==> config.mk <==
export PLATFORM = sky130hd
export DESIGN_NAME = stepper_step_rate_generator
export DESIGN_NICKNAME = d
export VERILOG_FILES = /design/src/design/ssrg_pkg.sv /design/src/design/ssrg_ctrl.sv /design/src/design/ssrg_dp.sv /design/src/design/stepper_step_rate_generator.sv
export SDC_FILE = /design/constraint.sdc
export NUM_CORES = 1
export LEC_CHECK = 0
export ABC_AREA = 1
export BUFFER_PORTS_ARGS = -buffer_cell sky130_fd_sc_hd__buf_2
export CAP_MARGIN = 20
export CORE_ASPECT_RATIO = 1.1
export CORE_MARGIN = 5
export CORE_UTILIZATION = 35
export DETAILED_ROUTE_END_ITERATION = 16
export HOLD_SLACK_MARGIN = 0.05
export PLACE_DENSITY = 0.56
export SETUP_SLACK_MARGIN = 0.15
export SKIP_LAST_GASP = 1
export SLEW_MARGIN = 0
export SYNTH_ARGS = -nofsm -noshare
export SYNTH_HDL_FRONTEND = slang
export SYNTH_HIERARCHICAL = 1
export SYNTH_SLANG_ARGS = --single-unit
==> constraint.sdc <==
create_clock -name clock -period 10.44 [get_ports clock]
set_input_delay 2.088 -clock clock [delete_from_list [all_inputs] [get_ports clock]]
set_output_delay 2.088 -clock clock [all_outputs]
set_load 0.01 [all_outputs]
==> src/design/ssrg_pkg.sv <==
package ssrg_pkg;

   localparam int unsigned MASTER_CLOCK_HZ = 144000;
   localparam int unsigned TICK_RATE_HZ    = 14400;
   localparam int unsigned MOTOR_COUNT     = 2;

   localparam int unsigned MOTOR_W    = $clog2(MOTOR_COUNT);
   localparam int unsigned RATE_W     = 16;
   localparam int unsigned PERIOD_W   = $clog2(MASTER_CLOCK_HZ + 1);
   localparam int unsigned CD_W       = PERIOD_W + 1;
   localparam int unsigned DIV_CNT_W  = $clog2(PERIOD_W);
   localparam int unsigned STEP_W     = 32;
   localparam int unsigned COIL_W     = 4;
   localparam int unsigned PHASE_W    = 2;
   localparam int unsigned CSR_IDX_W  = 2;
   localparam int unsigned CSR_DATA_W = 16;

   localparam int unsigned TICK_DEC       = MASTER_CLOCK_HZ / TICK_RATE_HZ;
   localparam int unsigned STOP_RATE      = 1000;
   localparam int unsigned RATE_MAX_RESET = 1000;
   localparam int unsigned RATE_MIN_RESET = 1;

   // Lowest value a countdown can take after a tick.
   localparam logic [CD_W-1:0] CD_FLOOR = CD_W'(0) - CD_W'(TICK_DEC - 1);

   typedef enum logic [1:0] {
      DIR_STOP = 2'd0,
      DIR_FWD  = 2'd1,
      DIR_REV  = 2'd2
   } dir_type;

   typedef enum logic {
      ACT_TICK  = 1'b0,
      ACT_SPEED = 1'b1
   } action_type;

   typedef enum logic [CSR_IDX_W-1:0] {
      CSR_ENABLED  = 2'd0,
      CSR_RATE_MAX = 2'd1,
      CSR_RATE_MIN = 2'd2
   } csr_index_type;

   typedef enum logic [1:0] {
      ST_IDLE = 2'd0,
      ST_DIV  = 2'd1,
      ST_EMIT = 2'd2
   } state_type;

   typedef struct packed {
      logic start_tick;
      logic start_speed;
      logic div_step;
      logic commit;
      logic load_rsp;
   } cmd_type;

   typedef struct packed {
      logic div_last;
   } stat_type;

   function automatic logic [COIL_W-1:0] coil_of(input logic [MOTOR_W-1:0] motor,
                                                 input logic [PHASE_W-1:0] ph);
      logic [PHASE_W-1:0] idx;
      logic [COIL_W-1:0]  c;
      idx = motor[0] ? ~ph : ph;
      case (idx)
         2'd0: begin
            c = 4'h9;
         end
         2'd1: begin
            c = 4'h5;
         end
         2'd2: begin
            c = 4'h6;
         end
         2'd3: begin
            c = 4'hA;
         end
         default: begin
            c = '0;
         end
      endcase
      return c;
   endfunction

endpackage

==> src/design/ssrg_ctrl.sv <==
module ssrg_ctrl (
   input  logic               clock,
   input  logic               reset,
   input  logic               req_valid,
   output logic               req_ready,
   input  logic               req_action,
   output logic               rsp_valid,
   input  logic               rsp_ready,
   output ssrg_pkg::cmd_type  cmd,
   input  ssrg_pkg::stat_type stat
);

   ssrg_pkg::state_type state_ff, state_in;
   logic                rsp_valid_ff, rsp_valid_in;

   always_ff @(posedge clock) begin
      if (reset) begin
         state_ff     <= ssrg_pkg::ST_IDLE;
         rsp_valid_ff <= 1'b0;
      end else begin
         state_ff     <= state_in;
         rsp_valid_ff <= rsp_valid_in;
      end
   end

   always_comb begin
      state_in     = state_ff;
      cmd          = '0;
      req_ready    = 1'b0;
      rsp_valid_in = rsp_valid_ff;
      if (rsp_valid_ff && rsp_ready) begin
         rsp_valid_in = 1'b0;
      end
      case (state_ff)
         ssrg_pkg::ST_IDLE: begin
            req_ready = 1'b1;
            if (req_valid) begin
               if (req_action == ssrg_pkg::ACT_SPEED) begin
                  cmd.start_speed = 1'b1;
                  state_in        = ssrg_pkg::ST_DIV;
               end else begin
                  cmd.start_tick = 1'b1;
                  state_in       = ssrg_pkg::ST_EMIT;
               end
            end
         end
         ssrg_pkg::ST_DIV: begin
            cmd.div_step = 1'b1;
            if (stat.div_last) begin
               cmd.commit = 1'b1;
               state_in   = ssrg_pkg::ST_EMIT;
            end
         end
         ssrg_pkg::ST_EMIT: begin
            if (!rsp_valid_ff || rsp_ready) begin
               cmd.load_rsp = 1'b1;
               rsp_valid_in = 1'b1;
               state_in     = ssrg_pkg::ST_IDLE;
            end
         end
         default: begin
            state_in = ssrg_pkg::ST_IDLE;
         end
      endcase
   end

   assign rsp_valid = rsp_valid_ff;

`ifndef SYNTHESIS
   a_tick_to_emit: assert property (@(posedge clock) disable iff (reset)
      (req_valid && req_ready && req_action == ssrg_pkg::ACT_TICK)
      |=> state_ff == ssrg_pkg::ST_EMIT)
      else $error("tick word did not go straight to the result stage");

   a_div_to_emit: assert property (@(posedge clock) disable iff (reset)
      (state_ff == ssrg_pkg::ST_DIV && stat.div_last) |=> state_ff == ssrg_pkg::ST_EMIT)
      else $error("division end did not lead to the result stage");

   a_rsp_from_emit: assert property (@(posedge clock) disable iff (reset)
      $rose(rsp_valid_ff) |-> $past(state_ff == ssrg_pkg::ST_EMIT))
      else $error("result word raised outside the result stage");
`endif

endmodule

==> src/design/ssrg_dp.sv <==
module ssrg_dp (
   input  logic                                   clock,
   input  logic                                   reset,
   input  ssrg_pkg::cmd_type                      cmd,
   output ssrg_pkg::stat_type                     stat,
   input  logic                                   csr_we,
   input  logic [ssrg_pkg::CSR_IDX_W-1:0]         csr_index,
   input  logic [ssrg_pkg::CSR_DATA_W-1:0]        csr_wdata,
   input  logic [ssrg_pkg::MOTOR_W-1:0]           req_motor,
   input  logic signed [ssrg_pkg::RATE_W-1:0]     req_speed,
   output logic [ssrg_pkg::COIL_W-1:0]            rsp_left_coils,
   output logic [ssrg_pkg::COIL_W-1:0]            rsp_right_coils,
   output logic signed [ssrg_pkg::STEP_W-1:0]     rsp_left_steps,
   output logic signed [ssrg_pkg::STEP_W-1:0]     rsp_right_steps
);

   logic                          enabled_ff;
   logic [ssrg_pkg::RATE_W-1:0]   rate_max_ff;
   logic [ssrg_pkg::RATE_W-1:0]   rate_min_ff;

   always_ff @(posedge clock) begin
      if (reset) begin
         enabled_ff  <= 1'b0;
         rate_max_ff <= ssrg_pkg::RATE_W'(ssrg_pkg::RATE_MAX_RESET);
         rate_min_ff <= ssrg_pkg::RATE_W'(ssrg_pkg::RATE_MIN_RESET);
      end else if (csr_we) begin
         if (csr_index == ssrg_pkg::CSR_ENABLED) begin
            enabled_ff <= csr_wdata[0];
         end
         if (csr_index == ssrg_pkg::CSR_RATE_MAX) begin
            rate_max_ff <= csr_wdata;
         end
         if (csr_index == ssrg_pkg::CSR_RATE_MIN) begin
            rate_min_ff <= csr_wdata;
         end
      end
   end

   logic coils_off;
   assign coils_off = csr_we && csr_index == ssrg_pkg::CSR_ENABLED && !csr_wdata[0];

   // Speed clamping, evaluated as the word is taken.
   logic signed [ssrg_pkg::RATE_W+1:0] spd_x, max_x, min_x, neg_x;
   logic [ssrg_pkg::RATE_W-1:0]        rate_sel;
   ssrg_pkg::dir_type                  dir_sel;

   always_comb begin
      spd_x = {{2{req_speed[ssrg_pkg::RATE_W-1]}}, req_speed};
      max_x = {2'b00, rate_max_ff};
      min_x = {2'b00, rate_min_ff};
      neg_x = -spd_x;
      if (spd_x > max_x) begin
         rate_sel = rate_max_ff;
         dir_sel  = ssrg_pkg::DIR_FWD;
      end else if (spd_x < -max_x) begin
         rate_sel = rate_max_ff;
         dir_sel  = ssrg_pkg::DIR_REV;
      end else if (spd_x >= min_x) begin
         rate_sel = spd_x[ssrg_pkg::RATE_W-1:0];
         dir_sel  = ssrg_pkg::DIR_FWD;
      end else if (spd_x <= -min_x) begin
         rate_sel = neg_x[ssrg_pkg::RATE_W-1:0];
         dir_sel  = ssrg_pkg::DIR_REV;
      end else begin
         rate_sel = ssrg_pkg::RATE_W'(ssrg_pkg::STOP_RATE);
         dir_sel  = ssrg_pkg::DIR_STOP;
      end
      if (rate_sel == '0) begin
         rate_sel = ssrg_pkg::RATE_W'(1);
      end
   end

   // Restoring divider: one quotient bit per cycle.
   logic [ssrg_pkg::MOTOR_W-1:0]   motor_ff;
   ssrg_pkg::dir_type              dir_pend_ff;
   logic [ssrg_pkg::RATE_W-1:0]    rate_ff;
   logic [ssrg_pkg::PERIOD_W-1:0]  acc_ff, acc_in;
   logic [ssrg_pkg::RATE_W-1:0]    rem_ff, rem_in;
   logic [ssrg_pkg::DIV_CNT_W-1:0] cnt_ff;
   logic [ssrg_pkg::RATE_W:0]      rem_shift, rem_diff;
   logic                           fits;

   always_comb begin
      rem_shift = {rem_ff, acc_ff[ssrg_pkg::PERIOD_W-1]};
      rem_diff  = rem_shift - {1'b0, rate_ff};
      fits      = rem_shift >= {1'b0, rate_ff};
      rem_in    = fits ? rem_diff[ssrg_pkg::RATE_W-1:0] : rem_shift[ssrg_pkg::RATE_W-1:0];
      acc_in    = {acc_ff[ssrg_pkg::PERIOD_W-2:0], fits};
   end

   always_ff @(posedge clock) begin
      if (cmd.start_speed) begin
         motor_ff    <= req_motor;
         dir_pend_ff <= dir_sel;
         rate_ff     <= rate_sel;
         acc_ff      <= ssrg_pkg::PERIOD_W'(ssrg_pkg::MASTER_CLOCK_HZ);
         rem_ff      <= '0;
         cnt_ff      <= '0;
      end else if (cmd.div_step) begin
         acc_ff <= acc_in;
         rem_ff <= rem_in;
         cnt_ff <= cnt_ff + ssrg_pkg::DIV_CNT_W'(1);
      end
   end

   assign stat.div_last = cnt_ff == ssrg_pkg::DIV_CNT_W'(ssrg_pkg::PERIOD_W - 1);

   // Per-motor state.
   ssrg_pkg::dir_type              dir_ff    [ssrg_pkg::MOTOR_COUNT];
   logic [ssrg_pkg::PHASE_W-1:0]   phase_ff  [ssrg_pkg::MOTOR_COUNT];
   logic [ssrg_pkg::PERIOD_W-1:0]  period_ff [ssrg_pkg::MOTOR_COUNT];
   logic [ssrg_pkg::CD_W-1:0]      cd_ff     [ssrg_pkg::MOTOR_COUNT];
   logic [ssrg_pkg::STEP_W-1:0]    steps_ff  [ssrg_pkg::MOTOR_COUNT];
   logic [ssrg_pkg::COIL_W-1:0]    coil_ff   [ssrg_pkg::MOTOR_COUNT];

   for (genvar m = 0; m < ssrg_pkg::MOTOR_COUNT; m++) begin : g_motor
      logic [ssrg_pkg::CD_W-1:0]    cd_sub, cd_next;
      logic                         wrap;
      logic [ssrg_pkg::PHASE_W-1:0] ph_up, ph_dn;

      always_comb begin
         if (!cd_ff[m][ssrg_pkg::CD_W-1] && cd_ff[m] != '0) begin
            cd_sub = cd_ff[m] - ssrg_pkg::CD_W'(ssrg_pkg::TICK_DEC);
         end else begin
            cd_sub = cd_ff[m];
         end
         wrap    = cd_sub[ssrg_pkg::CD_W-1] || cd_sub == '0;
         cd_next = wrap ? cd_sub + {1'b0, period_ff[m]} : cd_sub;
         ph_up   = phase_ff[m] + ssrg_pkg::PHASE_W'(1);
         ph_dn   = phase_ff[m] - ssrg_pkg::PHASE_W'(1);
      end

      always_ff @(posedge clock) begin
         if (reset) begin
            dir_ff[m]    <= ssrg_pkg::DIR_STOP;
            phase_ff[m]  <= '0;
            period_ff[m] <= ssrg_pkg::PERIOD_W'(1);
            cd_ff[m]     <= '0;
            steps_ff[m]  <= '0;
            coil_ff[m]   <= '0;
         end else begin
            if (cmd.commit && motor_ff == ssrg_pkg::MOTOR_W'(m)) begin
               dir_ff[m]    <= dir_pend_ff;
               period_ff[m] <= acc_in;
               cd_ff[m]     <= {1'b0, acc_in};
            end else if (cmd.start_tick && enabled_ff) begin
               cd_ff[m] <= cd_next;
               if (wrap) begin
                  case (dir_ff[m])
                     ssrg_pkg::DIR_FWD: begin
                        steps_ff[m] <= steps_ff[m] + ssrg_pkg::STEP_W'(1);
                        phase_ff[m] <= ph_up;
                        coil_ff[m]  <= ssrg_pkg::coil_of(ssrg_pkg::MOTOR_W'(m), ph_up);
                     end
                     ssrg_pkg::DIR_REV: begin
                        steps_ff[m] <= steps_ff[m] - ssrg_pkg::STEP_W'(1);
                        phase_ff[m] <= ph_dn;
                        coil_ff[m]  <= ssrg_pkg::coil_of(ssrg_pkg::MOTOR_W'(m), ph_dn);
                     end
                     default: begin
                        coil_ff[m] <= '0;
                     end
                  endcase
               end
            end
            if (coils_off) begin
               coil_ff[m] <= '0;
            end
         end
      end
   end

   // Result word register.
   always_ff @(posedge clock) begin
      if (cmd.load_rsp) begin
         rsp_left_coils  <= coil_ff[0];
         rsp_right_coils <= coil_ff[1];
         rsp_left_steps  <= steps_ff[0];
         rsp_right_steps <= steps_ff[1];
      end
   end

`ifndef SYNTHESIS
   a_commit_at_end: assert property (@(posedge clock) disable iff (reset)
      cmd.commit |-> stat.div_last)
      else $error("period committed before the division finished");

   a_cd_floor_left: assert property (@(posedge clock) disable iff (reset)
      cd_ff[0][ssrg_pkg::CD_W-1] |-> cd_ff[0] >= ssrg_pkg::CD_FLOOR)
      else $error("left countdown fell below one tick");

   a_cd_floor_right: assert property (@(posedge clock) disable iff (reset)
      cd_ff[1][ssrg_pkg::CD_W-1] |-> cd_ff[1] >= ssrg_pkg::CD_FLOOR)
      else $error("right countdown fell below one tick");
`endif

endmodule

==> src/design/stepper_step_rate_generator.sv <==
// Two-motor full-step stepper rate generator. A tick word goes from idle straight
// to the result stage; a set-speed word first passes through the restoring
// divider, which forms the step period one quotient bit per cycle, before it
// reaches the result stage. One word is worked on at a time, and the next word is taken
// as soon as the result is in the output register, even while it waits there.
// Configuration writes through the csr port take effect at once and should be
// made only while no word is in flight.
module stepper_step_rate_generator (
   input  logic                                   clock,
   input  logic                                   reset,
   input  logic                                   req_valid,
   output logic                                   req_ready,
   input  logic                                   req_action,
   input  logic [ssrg_pkg::MOTOR_W-1:0]           req_motor,
   input  logic signed [ssrg_pkg::RATE_W-1:0]     req_speed,
   output logic                                   rsp_valid,
   input  logic                                   rsp_ready,
   output logic [ssrg_pkg::COIL_W-1:0]            rsp_left_coils,
   output logic [ssrg_pkg::COIL_W-1:0]            rsp_right_coils,
   output logic signed [ssrg_pkg::STEP_W-1:0]     rsp_left_steps,
   output logic signed [ssrg_pkg::STEP_W-1:0]     rsp_right_steps,
   input  logic                                   csr_we,
   input  logic [ssrg_pkg::CSR_IDX_W-1:0]         csr_index,
   input  logic [ssrg_pkg::CSR_DATA_W-1:0]        csr_wdata
);

   ssrg_pkg::cmd_type  cmd;
   ssrg_pkg::stat_type stat;

   ssrg_ctrl u_ctrl (
      .clock      (clock),
      .reset      (reset),
      .req_valid  (req_valid),
      .req_ready  (req_ready),
      .req_action (req_action),
      .rsp_valid  (rsp_valid),
      .rsp_ready  (rsp_ready),
      .cmd        (cmd),
      .stat       (stat)
   );

   ssrg_dp u_dp (
      .clock           (clock),
      .reset           (reset),
      .cmd             (cmd),
      .stat            (stat),
      .csr_we          (csr_we),
      .csr_index       (csr_index),
      .csr_wdata       (csr_wdata),
      .req_motor       (req_motor),
      .req_speed       (req_speed),
      .rsp_left_coils  (rsp_left_coils),
      .rsp_right_coils (rsp_right_coils),
      .rsp_left_steps  (rsp_left_steps),
      .rsp_right_steps (rsp_right_steps)
   );

endmodule

==> impl_results.md <==
* DRT Pass-1 Iters at 6
* FP Rows at 96
* Detailed placement HPWL at 43900 um
* Status: completed
* Initial antenna violation count at 1
* Critical path launch point type: input port
* Syn Nets at 3025
* Cells resized by post-CTS repair at 0
* Post-layout net count at 3128
* FFs w/ async S/R, synth at 0
* Synthesized area per cell at 7.85 sq um
* Setup repair after global routing missed its margin: no
* GRT Util Overall at 0.167
* Post-route cell area at 24700 sq um
* Most Used Layer, Global Route: met2
* Slew Viols, Final at 0
* Setup crit end kind: flip-flop
* Post-route ant nets at 0
* Count leader, synth: nand2_1
* Achievable Freq at 152 MHz
* Residual DRC at 0
* Input/output buffers at 114
* Die Width at 250 um
* Final worst-path cycle share at 0.629
* Layout Skew at 0.0208 ns
* Critical Path Start: req_action
* Post-synth top cells: nand2_1, inv_1, nor2_1, edfxtp_1, a21oi_1
* Top cells by area, synth: edfxtp_1, nand2_1, ha_1, dfxtp_1, inv_1
* Buf+Inv Stages, Crit Path at 6
* Max H-tree Level at 2
* Total power at 3.53 mW
* Leakage at 11.0 nW
* Post-synth cell types at 58
* Path depth of the worst reg2reg path at 26
* Post-DP Area at 23500 sq um
* Clk_lat worst skew at 0.56 ns
* Final Hold Fails at 0
* Setup violators final at 0
* Drt wl/cell at 15.4 um
* Synth Warn # at 6
* Vias in the first global route at 17700
* IO Pins at 115
* Total grt overflow at 0
* Worst path slowest cell: nor4_1
* Die ar. at 68300 sq um
* Crit path max fanout at 31
* Final core occ at 0.395
* CTS tree: yes
* Critical-path cell list: buf_2 -> nor4_1 -> nand2_1 -> nor2_1 -> buf_4 -> inv_1 -> nor2_1 -> nand2_1 -> inv_1 -> buf_4 -> ha_1 -> a21oi_1 -> nand2_1 -> a21boi_0 -> o21ai_0 -> a21boi_0 -> o21ai_0 -> a21oi_1 -> xnor2_1 -> inv_1 -> nor2_1
* PD cells at 143 nW/um^2
* Post-synth top flop: edfxtp_1
* Largest net degree at the start of global routing at 72
* Setup_tns at 0 ns
* Register-to-register setup slack at 4.63 ns
* Initial core utilization at 0.354
* Synth area leader: edfxtp_1
* Clock transition at path regs at 0.06 ns
* CP max stage delay at 0.57 ns
* Minimum clock period at 6.56 ns
* Via density at 4.91
* Delay-heaviest family, CP: compound AO/OA/AOI/OAI gates
* CTS max path bufs at 3
* Area Growth Syn to Fin at 11.8%
* Worst path depth at 21
* 1st-iter DRT viols at 1229
* CTS Hold Bufs at 0
* Global Route met1 Usage at 0.219
* RePlAce Congestion at 0.907
* Global-route wire length before repair at 93700 um
* Mapped Area at 22100 sq um
* Die H at 274 um
* Critical Path AT at 6.84 ns
* Post-CTS Setup Bufs at 0
* Slew HR at 0.278
* Worst Path Required at 10.72 ns
* Worst-Margin Slew at 1.08 ns
* Clock Tree Root: clkbuf_16
* Via count at 18600
* CTS buffer count at 39
* GR Util met2 at 0.283
* Reg-to-reg endpoint: u_dp/steps_ff[1][20]$_SDFFCE_PN0P_
* Worst reg2reg path startpoint: u_dp/cd_ff[1][16]$_SDFFCE_PP0P_
* Inserted Diodes at 0
* Met3 Use GR at 0.0249
* Post-synth top area share at 0.333
* Core area at 62600 sq um
* #FFs+latches synth at 320
* Final wirelength at 58400 um
* Clk sink count at 320
* Cells after Synth at 2817
* Post-synth EDFFs at 245
* Worst setup endpoint: u_dp/steps_ff[1][20]$_SDFFCE_PN0P_
* Post-synthesis sequential area ratio at 0.400
* Setup CP Type: input port to flip-flop
* Max-cap violations at 0
* Max VDD drop at 0.111 mV
* Hold Path Class: flip-flop to flip-flop
* Share of layout cells above drive strength 1 at 0.0936
==> area by class of cell <==
cell class                 instances  area, sq um
clock inverter                    23          183
sequential                       320         8860
timing repair buffer             126          668
multi-input combinational       2063        11600
inverter                         370         1390
clock buffer                      48         1030
tap                              833         1040
fill                            6495        37800
==> stage by stage <==
stage	setup WS [ns]	std cells	hold slack, ns
2_1_floorplan	4.62	2817	0.400
3_3_place_gp	3.59	3710	0.400
3_5_place_dp	3.46	3710	0.405
4_1_cts	4.06	3781	0.413
5_1_grt	3.42	3783	0.413
6_report	3.88	3783	0.417
==> cell usage in the layout (no fill, tap or decap), drive strengths merged, types with 48 or more instances in the layout <==
| master | count |
|---|---|
| ha | 163 |
| a21oi | 199 |
| clkbuf | 48 |
| nand3 | 141 |
| xor2 | 112 |
| nand2 | 656 |
| inv | 369 |
| dfxtp | 75 |
| nor2 | 329 |
| nor3 | 50 |
| o21ai | 211 |
| buf | 126 |
| edfxtp | 245 |
==> registers in the layout, summed over array words and instances, names as in the netlist, 18 cells and up <==
| signal | cells |
|---|---|
| u_dp/rsp_left_steps | 32 |
| u_dp/steps_ff | 64 |
| u_dp/rsp_right_steps | 32 |
| u_dp/period_ff | 36 |
| u_dp/acc_ff | 18 |
| u_dp/cd_ff | 38 |
==> worst min path at each step <==
stage                                       endpoint                             start  depth (start not counted)
floorplan           u_dp/rsp_left_coils[0]$_DFFE_PP_  u_dp/coil_ff[0][0]$_SDFFCE_PP0P_                          0
global placement    u_dp/rsp_left_coils[0]$_DFFE_PP_  u_dp/coil_ff[0][0]$_SDFFCE_PP0P_                          0
detailed placement  u_dp/rsp_left_coils[0]$_DFFE_PP_  u_dp/coil_ff[0][0]$_SDFFCE_PP0P_                          0
CTS                 u_dp/rsp_left_coils[3]$_DFFE_PP_  u_dp/coil_ff[0][3]$_SDFFCE_PP0P_                          0
global route        u_dp/rsp_left_coils[3]$_DFFE_PP_  u_dp/coil_ff[0][3]$_SDFFCE_PP0P_                          0
finish              u_dp/rsp_left_coils[0]$_DFFE_PP_  u_dp/coil_ff[0][0]$_SDFFCE_PP0P_                          0
==> metal layers <==
metal,wire (um),share of wire
met4,1720,0.029
met5,11,0.00019
met3,2560,0.044
met1,26500,0.45
met2,27600,0.47
==> cells by family after synthesis <==
group	Yosys count	share of synthesized area
multiplexers	1	0.000452
buffers and inverters	434	0.0775
XOR/XNOR	144	0.0570
AO/OA/AOI/OAI	501	0.129
AND/OR/NAND/NOR	1250	0.240
adder cells (fa/ha/maj)	167	0.0958
flip-flops	320	0.400
==> report_power, final <==
group | internal, mW | switching (mW) | leakage [nW]
clock | 0.755 | 0.548 | 0.602
combinational | 0.233 | 0.452 | 7.38
sequential | 1.47 | 0.0673 | 3.05
Power figures use the tool's default switching activity.
